==> src/hdl/flss_pkg.sv <==
// ============================================================================
// Floppy logic state sequencer package
// Shared types, codes, item layouts and the sequencer PROM contents.
// ============================================================================
`default_nettype none

package flss_pkg;

    // Item layouts on the stream ports.
    localparam int IN_DATA_W  = 16;
    localparam int IN_USER_W  = 2;
    localparam int OUT_DATA_W = 48;
    localparam int OUT_USER_W = 1;

    typedef logic [1:0] t_action;
    localparam t_action ACT_TICK  = 2'd0;
    localparam t_action ACT_READ  = 2'd1;
    localparam t_action ACT_WRITE = 2'd2;

    typedef logic [3:0] t_switch;
    localparam t_switch SW_MOTOR_OFF = 4'd8;
    localparam t_switch SW_MOTOR_ON  = 4'd9;
    localparam t_switch SW_Q6_LOW    = 4'd12;
    localparam t_switch SW_Q6_HIGH   = 4'd13;
    localparam t_switch SW_Q7_LOW    = 4'd14;
    localparam t_switch SW_Q7_HIGH   = 4'd15;

    typedef logic [3:0] t_seq_op;
    localparam t_seq_op OP_CLEAR     = 4'h0;
    localparam t_seq_op OP_SHIFT_L0  = 4'h9;
    localparam t_seq_op OP_SHIFT_R   = 4'hA;
    localparam t_seq_op OP_LOAD      = 4'hB;
    localparam t_seq_op OP_SHIFT_L1  = 4'hD;

    localparam logic [7:0] DATA_IDLE    = 8'hFF;
    localparam logic [7:0] PROTECT_FLAG = 8'h80;
    localparam logic [7:0] LATCH_RESET  = 8'hFF;

    localparam logic [7:0] SEQ_ROM [0:255] = '{
        8'h18,8'h18,8'h18,8'h18,8'h0A,8'h0A,8'h0A,8'h0A,
        8'h18,8'h18,8'h18,8'h18,8'h18,8'h18,8'h18,8'h18,
        8'h2D,8'h2D,8'h38,8'h38,8'h0A,8'h0A,8'h0A,8'h0A,
        8'h28,8'h28,8'h28,8'h28,8'h28,8'h28,8'h28,8'h28,
        8'hD8,8'h38,8'h08,8'h28,8'h0A,8'h0A,8'h0A,8'h0A,
        8'h39,8'h39,8'h39,8'h39,8'h3B,8'h3B,8'h3B,8'h3B,
        8'hD8,8'h48,8'h48,8'h48,8'h0A,8'h0A,8'h0A,8'h0A,
        8'h48,8'h48,8'h48,8'h48,8'h48,8'h48,8'h48,8'h48,
        8'hD8,8'h58,8'hD8,8'h58,8'h0A,8'h0A,8'h0A,8'h0A,
        8'h58,8'h58,8'h58,8'h58,8'h58,8'h58,8'h58,8'h58,
        8'hD8,8'h68,8'hD8,8'h68,8'h0A,8'h0A,8'h0A,8'h0A,
        8'h68,8'h68,8'h68,8'h68,8'h68,8'h68,8'h68,8'h68,
        8'hD8,8'h78,8'hD8,8'h78,8'h0A,8'h0A,8'h0A,8'h0A,
        8'h78,8'h78,8'h78,8'h78,8'h78,8'h78,8'h78,8'h78,
        8'hD8,8'h88,8'hD8,8'h88,8'h0A,8'h0A,8'h0A,8'h0A,
        8'h08,8'h08,8'h88,8'h88,8'h08,8'h08,8'h88,8'h88,
        8'hD8,8'h98,8'hD8,8'h98,8'h0A,8'h0A,8'h0A,8'h0A,
        8'h98,8'h98,8'h98,8'h98,8'h98,8'h98,8'h98,8'h98,
        8'hD8,8'h29,8'hD8,8'hA8,8'h0A,8'h0A,8'h0A,8'h0A,
        8'hA8,8'hA8,8'hA8,8'hA8,8'hA8,8'hA8,8'hA8,8'hA8,
        8'hCD,8'hBD,8'hD8,8'hB8,8'h0A,8'h0A,8'h0A,8'h0A,
        8'hB9,8'hB9,8'hB9,8'hB9,8'hBB,8'hBB,8'hBB,8'hBB,
        8'hD9,8'h59,8'hD8,8'hC8,8'h0A,8'h0A,8'h0A,8'h0A,
        8'hC8,8'hC8,8'hC8,8'hC8,8'hC8,8'hC8,8'hC8,8'hC8,
        8'hD9,8'hD9,8'hD8,8'hA0,8'h0A,8'h0A,8'h0A,8'h0A,
        8'hD8,8'hD8,8'hD8,8'hD8,8'hD8,8'hD8,8'hD8,8'hD8,
        8'hD8,8'h08,8'hE8,8'hE8,8'h0A,8'h0A,8'h0A,8'h0A,
        8'hE8,8'hE8,8'hE8,8'hE8,8'hE8,8'hE8,8'hE8,8'hE8,
        8'hFD,8'hFD,8'hF8,8'hF8,8'h0A,8'h0A,8'h0A,8'h0A,
        8'hF8,8'hF8,8'hF8,8'hF8,8'hF8,8'hF8,8'hF8,8'hF8,
        8'hDD,8'h4D,8'hE0,8'hE0,8'h0A,8'h0A,8'h0A,8'h0A,
        8'h88,8'h88,8'h08,8'h08,8'h88,8'h88,8'h08,8'h08
    };

endpackage

`default_nettype wire

==> src/hdl/floppy_logic_state_sequencer_top.sv <==
// ============================================================================
// Floppy logic state sequencer
// Controller card core: PROM sequencer, data shifter, nibble writer, stepper.
// ============================================================================
// Usage:
// Each input item on the s_axis channel is a sequencer tick, a soft switch
// read or a soft switch write, selected by tuser. Every item produces exactly
// one result item on the m_axis channel with the read byte, the head
// position, the cell advance strobe, the surface write bit, an optional
// written nibble and the motor state. The write-back enable register is set
// through the cfg channel, which is always ready; the user must write it only
// while idle, as the block itself does not enforce this. An accepted item is
// held in an input register, and the sequencer step and the state update
// happen when it leaves that register, which also loads the result register.
// One item is taken in every cycle while the receiver does not stall, the
// step being a single PROM lookup and register update. When the receiver
// stalls, the result is held and the input register fills, after which
// s_axis_tready drops until the result is taken. Reset clears all state, sets
// the CPU latch to all ones and empties both registers.
`default_nettype none

module floppy_logic_state_sequencer_top #(
    parameter int NIBBLES_PER_TRACK = 6656,
    parameter int TRACK_COUNT       = 35
) (
    input  wire logic                           i_clk,
    input  wire logic                           i_rst_n,
    input  wire logic                           s_axis_tvalid,
    output logic                                s_axis_tready,
    // tdata: switch_addr[3:0], write_value[11:4], disk_present[12],
    // disk_bit[13], write_protected[14], zero[15].
    input  wire logic [flss_pkg::IN_DATA_W-1:0] s_axis_tdata,
    // tuser: action[1:0].
    input  wire logic [flss_pkg::IN_USER_W-1:0] s_axis_tuser,
    output logic                                m_axis_tvalid,
    input  wire logic                           m_axis_tready,
    // tdata: read_data[7:0], head_position[15:8], bit_advance[16],
    // write_data_bit[17], nibble_value[25:18], nibble_track[31:26],
    // nibble_position[44:32], motor_running[45], zero[47:46].
    output logic [flss_pkg::OUT_DATA_W-1:0]     m_axis_tdata,
    // tuser: nibble_write_valid[0].
    output logic [flss_pkg::OUT_USER_W-1:0]     m_axis_tuser,
    input  wire logic                           i_cfg_valid,
    output logic                                o_cfg_ready,
    input  wire logic                           i_cfg_data
);
    import flss_pkg::*;

    localparam int QT_RAW   = (TRACK_COUNT - 1) * 4;
    localparam int QT_LIMIT = (QT_RAW > 255) ? 255 : QT_RAW;
    localparam logic [8:0]  QT_LIMIT_W = 9'(QT_LIMIT);
    localparam logic [13:0] SLOT_WRAP  = 14'(NIBBLES_PER_TRACK);

    logic                  r_in_valid;
    logic [IN_DATA_W-1:0]  r_in_data;
    t_action               r_in_action;
    logic                  r_out_valid;
    logic [OUT_DATA_W-1:0] r_out_data;
    logic [OUT_USER_W-1:0] r_out_user;
    logic                  r_wb_en;

    logic [3:0]  r_seq, n_seq;
    logic [7:0]  r_shift, n_shift;
    logic [2:0]  r_cell, n_cell;
    logic [7:0]  r_wasm, n_wasm;
    logic [2:0]  r_wcnt, n_wcnt;
    logic [7:0]  r_latch, n_latch;
    logic [12:0] r_slot, n_slot;
    logic [7:0]  r_hq, n_hq;
    logic [3:0]  r_phase, n_phase;
    logic        r_motor, n_motor;
    logic        r_load, n_load;
    logic        r_write, n_write;

    logic                  fire;
    logic                  out_free;
    logic [OUT_DATA_W-1:0] n_out_data;
    logic [OUT_USER_W-1:0] n_out_user;

    assign out_free      = !r_out_valid || m_axis_tready;
    assign fire          = r_in_valid && out_free;
    assign s_axis_tready = !r_in_valid || out_free;
    assign m_axis_tvalid = r_out_valid;
    assign m_axis_tdata  = r_out_data;
    assign m_axis_tuser  = r_out_user;
    assign o_cfg_ready   = 1'b1;

    always_comb begin
        t_switch     sw;
        logic [7:0]  wval;
        logic        present;
        logic        dbit;
        logic        wp;
        logic [7:0]  rd;
        logic        do_tick;
        logic        rd_shift;
        logic        access;
        logic [3:0]  pbit;
        logic [1:0]  cur;
        logic        fwd;
        logic        back;
        logic [8:0]  up;
        logic        pulse;
        logic [7:0]  op;
        logic        adv;
        logic        nv;
        logic [7:0]  nval;
        logic [5:0]  ntrk;
        logic [12:0] npos;
        logic [13:0] slot_inc;

        sw      = t_switch'(r_in_data[3:0]);
        wval    = r_in_data[11:4];
        present = r_in_data[12];
        dbit    = r_in_data[13];
        wp      = r_in_data[14];

        n_seq   = r_seq;
        n_shift = r_shift;
        n_cell  = r_cell;
        n_wasm  = r_wasm;
        n_wcnt  = r_wcnt;
        n_latch = r_latch;
        n_slot  = r_slot;
        n_hq    = r_hq;
        n_phase = r_phase;
        n_motor = r_motor;
        n_load  = r_load;
        n_write = r_write;

        rd       = '0;
        do_tick  = 1'b0;
        rd_shift = 1'b0;
        adv      = 1'b0;
        nv       = 1'b0;
        nval     = '0;
        ntrk     = '0;
        npos     = '0;
        pbit     = 4'b0001 << sw[2:1];
        cur      = '0;
        fwd      = 1'b0;
        back     = 1'b0;
        up       = '0;
        pulse    = 1'b0;
        op       = '0;
        slot_inc = '0;

        access = (r_in_action == ACT_READ) || (r_in_action == ACT_WRITE);

        if (access) begin
            if (!sw[3]) begin
                if (sw[0]) begin
                    n_phase = r_phase | pbit;
                    if ((r_phase & pbit) == 4'd0) begin
                        cur  = r_hq[2:1];
                        fwd  = n_phase[2'(cur + 2'd1)];
                        back = n_phase[2'(cur + 2'd3)];
                        up   = {1'b0, r_hq} + 9'd2;
                        if (fwd && !back) begin
                            n_hq = (up > QT_LIMIT_W) ? QT_LIMIT_W[7:0] : up[7:0];
                        end else if (back && !fwd) begin
                            n_hq = (r_hq < 8'd2) ? 8'd0 : r_hq - 8'd2;
                        end
                    end
                end else begin
                    n_phase = r_phase & ~pbit;
                end
            end else begin
                case (sw)
                    SW_MOTOR_OFF: n_motor = 1'b0;
                    SW_MOTOR_ON:  n_motor = 1'b1;
                    SW_Q6_LOW:    n_load  = 1'b0;
                    SW_Q6_HIGH:   n_load  = 1'b1;
                    SW_Q7_LOW:    n_write = 1'b0;
                    SW_Q7_HIGH:   n_write = 1'b1;
                    default:      ;
                endcase
            end
        end

        case (r_in_action)
            ACT_TICK: begin
                do_tick = r_motor && present;
            end
            ACT_READ: begin
                if (sw == SW_Q6_LOW && !n_write && !n_load) begin
                    if (!present || !n_motor) begin
                        rd = DATA_IDLE;
                    end else begin
                        do_tick  = 1'b1;
                        rd_shift = 1'b1;
                    end
                end else if (sw == SW_Q6_HIGH && !n_write) begin
                    rd = (present && wp) ? PROTECT_FLAG : 8'd0;
                end
            end
            ACT_WRITE: begin
                if (n_write && sw == SW_Q6_HIGH) begin
                    n_latch = wval;
                end
            end
            default: ;
        endcase

        if (do_tick) begin
            pulse = (r_cell == 3'd4) && dbit;
            op    = SEQ_ROM[{r_seq, n_write, n_load, r_shift[7], !pulse}];
            case (t_seq_op'(op[3:0]))
                OP_CLEAR:    n_shift = '0;
                OP_SHIFT_L0: n_shift = {r_shift[6:0], 1'b0};
                OP_SHIFT_R:  n_shift = {wp, r_shift[7:1]};
                OP_LOAD:     n_shift = n_latch;
                OP_SHIFT_L1: n_shift = {r_shift[6:0], 1'b1};
                default:     ;
            endcase
            n_seq  = op[7:4];
            n_cell = r_cell + 3'd1;
            if (r_cell == 3'd7) begin
                adv = 1'b1;
                if (n_write) begin
                    n_wasm = {r_wasm[6:0], n_seq[3]};
                    n_wcnt = r_wcnt + 3'd1;
                    if (r_wcnt == 3'd7) begin
                        if (r_wb_en) begin
                            nv   = 1'b1;
                            nval = n_wasm;
                            ntrk = n_hq[7:2];
                            npos = r_slot;
                        end
                        slot_inc = {1'b0, r_slot} + 14'd1;
                        n_slot   = (slot_inc >= SLOT_WRAP) ? 13'd0 : slot_inc[12:0];
                    end
                end
            end
        end

        if (rd_shift) begin
            rd = n_shift;
        end

        n_out_data = {2'b00, n_motor, npos, ntrk, nval, n_seq[3], adv, n_hq, rd};
        n_out_user = nv;
    end

    always_ff @(posedge i_clk) begin
        if (!i_rst_n) begin
            r_in_valid  <= 1'b0;
            r_out_valid <= 1'b0;
            r_wb_en     <= 1'b0;
            r_seq       <= '0;
            r_shift     <= '0;
            r_cell      <= '0;
            r_wasm      <= '0;
            r_wcnt      <= '0;
            r_latch     <= LATCH_RESET;
            r_slot      <= '0;
            r_hq        <= '0;
            r_phase     <= '0;
            r_motor     <= 1'b0;
            r_load      <= 1'b0;
            r_write     <= 1'b0;
        end else begin
            if (i_cfg_valid) begin
                r_wb_en <= i_cfg_data;
            end
            if (s_axis_tready) begin
                r_in_valid <= s_axis_tvalid;
            end
            if (out_free) begin
                r_out_valid <= r_in_valid;
            end
            if (fire) begin
                r_seq   <= n_seq;
                r_shift <= n_shift;
                r_cell  <= n_cell;
                r_wasm  <= n_wasm;
                r_wcnt  <= n_wcnt;
                r_latch <= n_latch;
                r_slot  <= n_slot;
                r_hq    <= n_hq;
                r_phase <= n_phase;
                r_motor <= n_motor;
                r_load  <= n_load;
                r_write <= n_write;
            end
        end
    end

    always_ff @(posedge i_clk) begin
        if (s_axis_tready && s_axis_tvalid) begin
            r_in_data   <= s_axis_tdata;
            r_in_action <= t_action'(s_axis_tuser);
        end
        if (fire) begin
            r_out_data <= n_out_data;
            r_out_user <= n_out_user;
        end
    end

endmodule

`default_nettype wire

==> config.mk <==
export PLATFORM = sky130hd
export DESIGN_NAME = floppy_logic_state_sequencer_top
export DESIGN_NICKNAME = d
export VERILOG_FILES = /design/src/hdl/flss_pkg.sv /design/src/hdl/floppy_logic_state_sequencer_top.sv
export SDC_FILE = /design/constraint.sdc
export NUM_CORES = 1
export LEC_CHECK = 0
export BUFFER_PORTS_ARGS = -buffer_cell sky130_fd_sc_hd__buf_4
export CAP_MARGIN = 10
export CORE_MARGIN = 8
export CORE_UTILIZATION = 43
export DETAILED_ROUTE_END_ITERATION = 8
export GPL_TIMING_DRIVEN = 0
export PLACE_DENSITY = 0.63
export SYNTH_ARGS = -nofsm -noshare
export SYNTH_HDL_FRONTEND = slang
export SYNTH_SLANG_ARGS = --single-unit
==> constraint.sdc <==
create_clock -name i_clk -period 3.2 [get_ports i_clk]
set_input_delay 0.48 -clock i_clk [delete_from_list [all_inputs] [get_ports i_clk]]
set_output_delay 0.48 -clock i_clk [all_outputs]
set_load 0.1 [all_outputs]
# --- Word level (Yosys, flattened, before mapping) ---
# Memories as Yosys holds them, arrays and structs flattened.
# Index checks and enable logic that the tools add are counted.
op_classes:
  n_addsub: 7
  magnitude_cmp: 6
  n_eq_ne: 15
  shifts: 1
  n_mux: 42
  bitwise: 6
  n_reduce_logical: 33
op_table:
  columns: ["op", "count"]
  rows:
  - ["2-to-1 mux 8 bit", 19]
  - ["equality test 4 bit (second input constant)", 10]
  - ["one-hot mux 8 bit (5 select lines)", 1]
  - ["adder 13 x 1 -> 14 bit (second input constant)", 1]
  - ["greater-or-equal comparator 14 x 13 -> 1 bit (second input constant)", 1]
  - ["2-to-1 mux 1 bit", 13]
  - ["2-to-1 mux 13 bit", 1]
  - ["logical AND 1 bit", 11]
  - ["AND reduction 5 bit", 2]
  - ["adder 8 x 2 -> 9 bit (second input constant)", 1]
  - ["equality test 3 bit (second input constant)", 3]
  - ["greater-or-equal comparator 9 bit (second input constant)", 1]
  - ["greater-than comparator 9 x 8 -> 1 bit (second input constant)", 1]
  - ["logical NOT 1 bit", 9]
  - ["inverter 8 -> 9 bit", 1]
  - ["AND 4 bit", 2]
  - ["logical NOT 4 bit", 2]
  - ["< comparator 8 x 2 -> 1 bit (second input constant)", 1]
  - ["2-to-1 mux 4 bit", 2]
  - ["one-hot mux 1 bit (2 select lines)", 4]
  - ["AND reduction 4 bit", 2]
  - ["subtractor 8 x 2 -> 8 bit (second input constant)", 1]
  - ["adder 3 x 1 -> 3 bit (second input constant)", 2]
  - ["< comparator 2 x 3 -> 1 bit (second input constant)", 2]
  - ["other kinds (13)", 17]
totals:
  reg_bits: 128
  mem_bits_ro: 2048
  inputBits: 24
  output_inout_bits: 52
  word_cells: 133
  mem_count: 1
memory_table:
  columns: ["memory", "depth", "word_bits", "rd", "rd_ports_with_merged_regs", "wr", "line_no", "source"]
  rows:
  - ["(no name shown)", 256, 8, 1, 0, 0, "floppy_logic_state_sequencer_top.sv:207", "op = SEQ_ROM[{r_seq, n_write, n_load, r_shift[7], !pulse}];"]

# --- Depth between registers and ports, before layout ---
depth:
  ltp_word: 12
  mapped_depth: 12

# --- Worst setup path after synthesis ---
# OpenSTA, ideal clock, no wires.
synth_path:
  path_type: "reg2reg"
  start: "register r_out_valid, in the netlist m_axis_tvalid"
  end: "register r_shift[1]"
  setup_time_ns: 0.121
  arrival_ns: 3.583
  required_time_ns: 3.079
  path_slack_ns: -0.504
  path_stages_with_launch: 8
  path_buffers: 1
  period_less_slack_ns: 3.704
  path_cell_list: "dfxtp_1 nor2b_1 nand2b_1 inv_1 clkbuf_1 nand2_1 nor3_1 nor2_1"
synth_between:
  elab_chain_len: 3
synth_rtl:
  columns: ["item", "line_no", "source"]
  rows:
  - ["from (decl)", "floppy_logic_state_sequencer_top.sv:57", "logic r_out_valid;"]
  - ["from (signal assigned)", "floppy_logic_state_sequencer_top.sv:270", "r_out_valid <= r_in_valid;"]
  - ["logical NOT 1 bit", "floppy_logic_state_sequencer_top.sv:80", "assign out_free = !r_out_valid || m_axis_tready;"]
  - ["logical OR 1 bit", "floppy_logic_state_sequencer_top.sv:80", null]
  - ["logical AND 1 bit", "floppy_logic_state_sequencer_top.sv:81", "assign fire = r_in_valid && out_free;"]
  - ["named net fire", "floppy_logic_state_sequencer_top.sv:75", "logic fire;"]
  - ["to (signal assigned)", "floppy_logic_state_sequencer_top.sv:274", "r_shift <= n_shift;"]
  - ["to (decl)", "floppy_logic_state_sequencer_top.sv:63", "logic [7:0] r_shift, n_shift;"]
# The timed path passes the listed nets, and every way through them passes these cells.
# A chain may end at the register's enable or synchronous reset.

# --- Final worst setup path ---
layout_path:
  start: "register r_hq[1]"
  end: "register r_out_data[29], in the netlist m_axis_tdata[29], data pin"
layout_between:
  elab_chain_len: 11
  elab_cells_between_ends: 22
  cone_classes: "add/sub (4); order compare (2); mux (12); reduce/logical (4)"
layout_rtl:
  columns: ["item", "line_no", "source"]
  rows:
  - ["from (decl)", "floppy_logic_state_sequencer_top.sv:69", "logic [7:0] r_hq, n_hq;"]
  - ["from (signal assigned)", "floppy_logic_state_sequencer_top.sv:280", "r_hq <= n_hq;"]
  - ["branches (longest 6 deep; another with adder 8 x 2 -> 9 bit)", null, null]
  - ["2-to-1 mux 8 bit *", "floppy_logic_state_sequencer_top.sv:159", "if (fwd && !back) begin"]
  - ["2-to-1 mux 8 bit *", "floppy_logic_state_sequencer_top.sv:154", "if ((r_phase & pbit) == 4'd0) begin"]
  - ["2-to-1 mux 8 bit *", "floppy_logic_state_sequencer_top.sv:152", "if (sw[0]) begin"]
  - ["2-to-1 mux 8 bit *", "floppy_logic_state_sequencer_top.sv:151", "if (!sw[3]) begin"]
  - ["2-to-1 mux 8 bit *", "floppy_logic_state_sequencer_top.sv:150", "if (access) begin"]
  - ["to (signal assigned)", "floppy_logic_state_sequencer_top.sv:295", "r_out_data <= n_out_data;"]
  - ["to (decl)", "floppy_logic_state_sequencer_top.sv:58", "logic [OUT_DATA_W-1:0] r_out_data;"]
# Mark *: on every way between the ends. The select of a mux whose other input is x is not followed.

==> results.py <==
metrics = {
    "clocking": {
        "root_buffer": "clkbuf_16",
        "cts_sinks": 128,
        "cts_buffer_depth": 2,
        "post_cts_buffers": 0,
        "hold_buffers": 0,
        "cts.reportedPaths.clkPinSlew_ns": 0.06,
        "cts_tree": "yes",
        "htree_num_levels": 4,
        "clk-insertion-delay-late_ns": 0.42,
        "cts_buffers": 17,
    },
    "floorplanning": {
        "die_area_um2": 19710,
        "io_pins": 76,
        "core_um2": 15150,
        "start_util_pct": 43.94,
        "die_w_um": 140.4,
        "rows": 45,
        "die_y_um": 140.4,
    },
    "global_routing": {
        "groute.usage.overall_pct": 17.32,
        "grt_pass1_wl_mm": 27.36,
        "grt_start_max_net_pins": 33,
        "grt_pass1_vias": 5319,
        "gr-total-overflow": 0,
        "antenna_found_initial": 0,
    },
    "route": {
        "ant_nets": 0,
        "drt-total-wl_mm": 16.84,
        "drcViolationCount": 0,
        "avgRoutedWirePerCell_um": 17.43,
        "drt_iter0_markers": 380,
        "viasPerCell": 5.596,
        "firstDrtPassIters": 4,
        "vias": 5406,
    },
    "yosys": {
        "synth_top_family_by_area": "simple AND/OR/NAND/NOR gates",
        "synth-xor-area-share_pct": 1.711,
        "synth_fa_ha_area_share_pct": 2.068,
        "netlist_instances": 674,
        "synth_edf_count": 64,
        "synth_seq_cells": 128,
        "synth-compound-area-share_pct": 16.90,
        "synthMuxAreaShare_pct": 5.415,
        "ys.warnings.count": 0,
        "syn_area_um2": 6655,
        "seq_area_frac_synth_pct": 48.13,
        "ys_types": 82,
        "async_flop_share_pct": 0,
        "syn_avg_cell_area_um2": 9.874,
        "ys.flop_type": "edfxtp_1",
        "synthSimpleGateAreaFrac_pct": 21.60,
    },
    "timing": {
        "slew_viol_final": 0,
        "fin_crit_ns": 2.990,
        "slew_headroom_pct": 42.56,
        "fin_crit_sh_pct": 93.43,
        "report.final.hold_viol_count": 0,
        "rsz0062_at_grt": "yes",
        "holdWs_ns": 0.2322,
        "worst_slew_pin_slew_ns": 0.8570,
        "fmax_mhz": 334.5,
        "finalSetupViolCount": 0,
        "fin_skew_ns": 0.007270,
        "timing.final.ws_setup_ns": 0.2101,
    },
    "place": {
        "numPortBuffers": 70,
        "place_hpwl_mm": 12.16,
        "gp_congestion": 0.8604,
        "pre_cts_ws_ns": -0.2172,
        "dpl.cell_count": 934,
    },
    "setup_path": {
        "worstPathRequired_ns": 3.47,
        "path_max_fanout": 10,
        "cp-start-kind": "flop",
        "crit_type": "reg2reg",
        "end_kind": "flop",
        "arrival_ns": 3.26,
    },
    "power": {
        "p_per_area_nw_per_um2": 536.2,
        "p_leak_nw": 2.986,
        "ir_worst_vdd_v": 0.0003871,
        "total_power_w": 0.004333,
    },
    "layout": {
        "antenna_cells": 0,
        "mostFrequentLayoutCells": "buf_4 (78), nand2_1 (73), dfxtp_1 (64), edfxtp_1 (64), nor2_1 (46)",
        "seq_area_um2": 3203,
        "multi_input_area_um2": 3216,
        "areaGrowthSynthToFinish_pct": 21.43,
        "final_common_cell": "buf_4",
        "layout.nets": 800,
        "fillers": 1346,
        "drive_above_1_share_pct": 21.59,
        "instances_no_fill": 966,
    },
    "outcome": {
        "status": "finished clean",
    },
    "worst_hold_path": {
        "hold_path.class": "in2reg",
    },
    "job": {
        "maxCapViolCount": 0,
    },
}
-- path summary, 6_finish.rpt --
kind / start / end / slack (ns) / cells past startpoint
min: s_axis_tdata[13] / r_in_data[13] / 0.23 / 1
max: r_hq[1] / m_axis_tdata[29] / 0.21 / 11
min reg2reg: r_latch[0] / r_latch[0] / 0.48 / 2
max reg2reg: r_hq[1] / m_axis_tdata[29] / 0.21 / 11
-- Yosys cell counts, drive strengths merged (9+ instances only) --
cell type | n | area share, %
or2 | 11 | 1.0
edfxtp | 64 | 29
o21ai | 34 | 2.6
dfxtp | 64 | 19
ha | 11 | 2.1
nor2b | 13 | 1.3
buf | 16 | 1.7
inv | 21 | 1.2
mux2i | 30 | 4.6
and2 | 27 | 2.5
a21oi | 27 | 2.1
nor3 | 23 | 1.8
nand4 | 9 | 1.1
clkbuf | 21 | 1.2
nand2b | 9 | 0.85
nand3 | 22 | 1.7
and3 | 10 | 1.0
nand2 | 74 | 4.2
nor2 | 49 | 2.9
-- what timing repair did --
action                                  4_1_cts  5_1_grt
pin swaps                                     0        0
gates resized for setup                       2        5
cloned                                        0        0
endpoints found under the setup margin        6        7
-- where the power goes --
part           internal (W)  leakage (nW)  switching, W
clock               0.00123         0.296      0.000767
sequential          0.00177          1.10     0.0000265
combinational      0.000127          1.59      0.000407
-- metrics by stage --
step	setup TNS, ns	area (um2)	utilization, %
detailed placement	-0.4008	7441	49.13
finish	0	8082	53.36
floorplan	0	6660	-
global placement	-1.020	7421	49.00
global route	-0.001313	8082	53.36
CTS	0	8055	53.18
-- routing by layer --
metal | vias to the layer above | track usage, % | share of wire, %
li1 | 2658 | - | -
met1 | 2587 | 21.14 | 45
met2 | 142 | 28.78 | 48
met3 | 19 | 4.723 | 5.9
met4 | 0 | 6.229 | 1.8
met5 | - | 0 | 0
-- sequential cells by signal (all words and copies together) (netlist names), 4 cells and up, named ones only --
name and cells:
r_seq 4, r_wasm 7, m_axis_tdata 46, r_hq 8, r_slot 13, r_latch 8, r_in_data 15, r_shift 8
-- cell families after synthesis --
family,count (synthesis)
adders and majority gates,11
xor gates and xnor gates,13
DFF,128
buffers and inverters,58
muxes,35
AOI/OAI and AO/OA,153
other,2
and+or+nand+nor,274
-- layout make-up --
cell class	count	share of cell area (%)
Tap cell	188	2.911
Inverter	21	0.9754
Sequential cell	128	39.63
Timing Repair Buffer	71	6.750
Clock inverter	15	2.276
Clock buffer	17	5.264
Multi-Input combinational cell	489	39.79
Buffer	37	2.400
-- worst max-delay path: stages (launching register included) --
cell,delay (ns)
dfxtp_1,0.42
buf_2,0.26
inv_1,0.10
ha_1,0.33
clkbuf_2,0.21
nor4_1,0.27
a21oi_1,0.08
o211ai_1,0.28
o21ai_4,0.14
nor4b_1,0.40
o31ai_1,0.16
a21oi_1,0.18
Note: power is estimated with default switching activity, not from simulation.
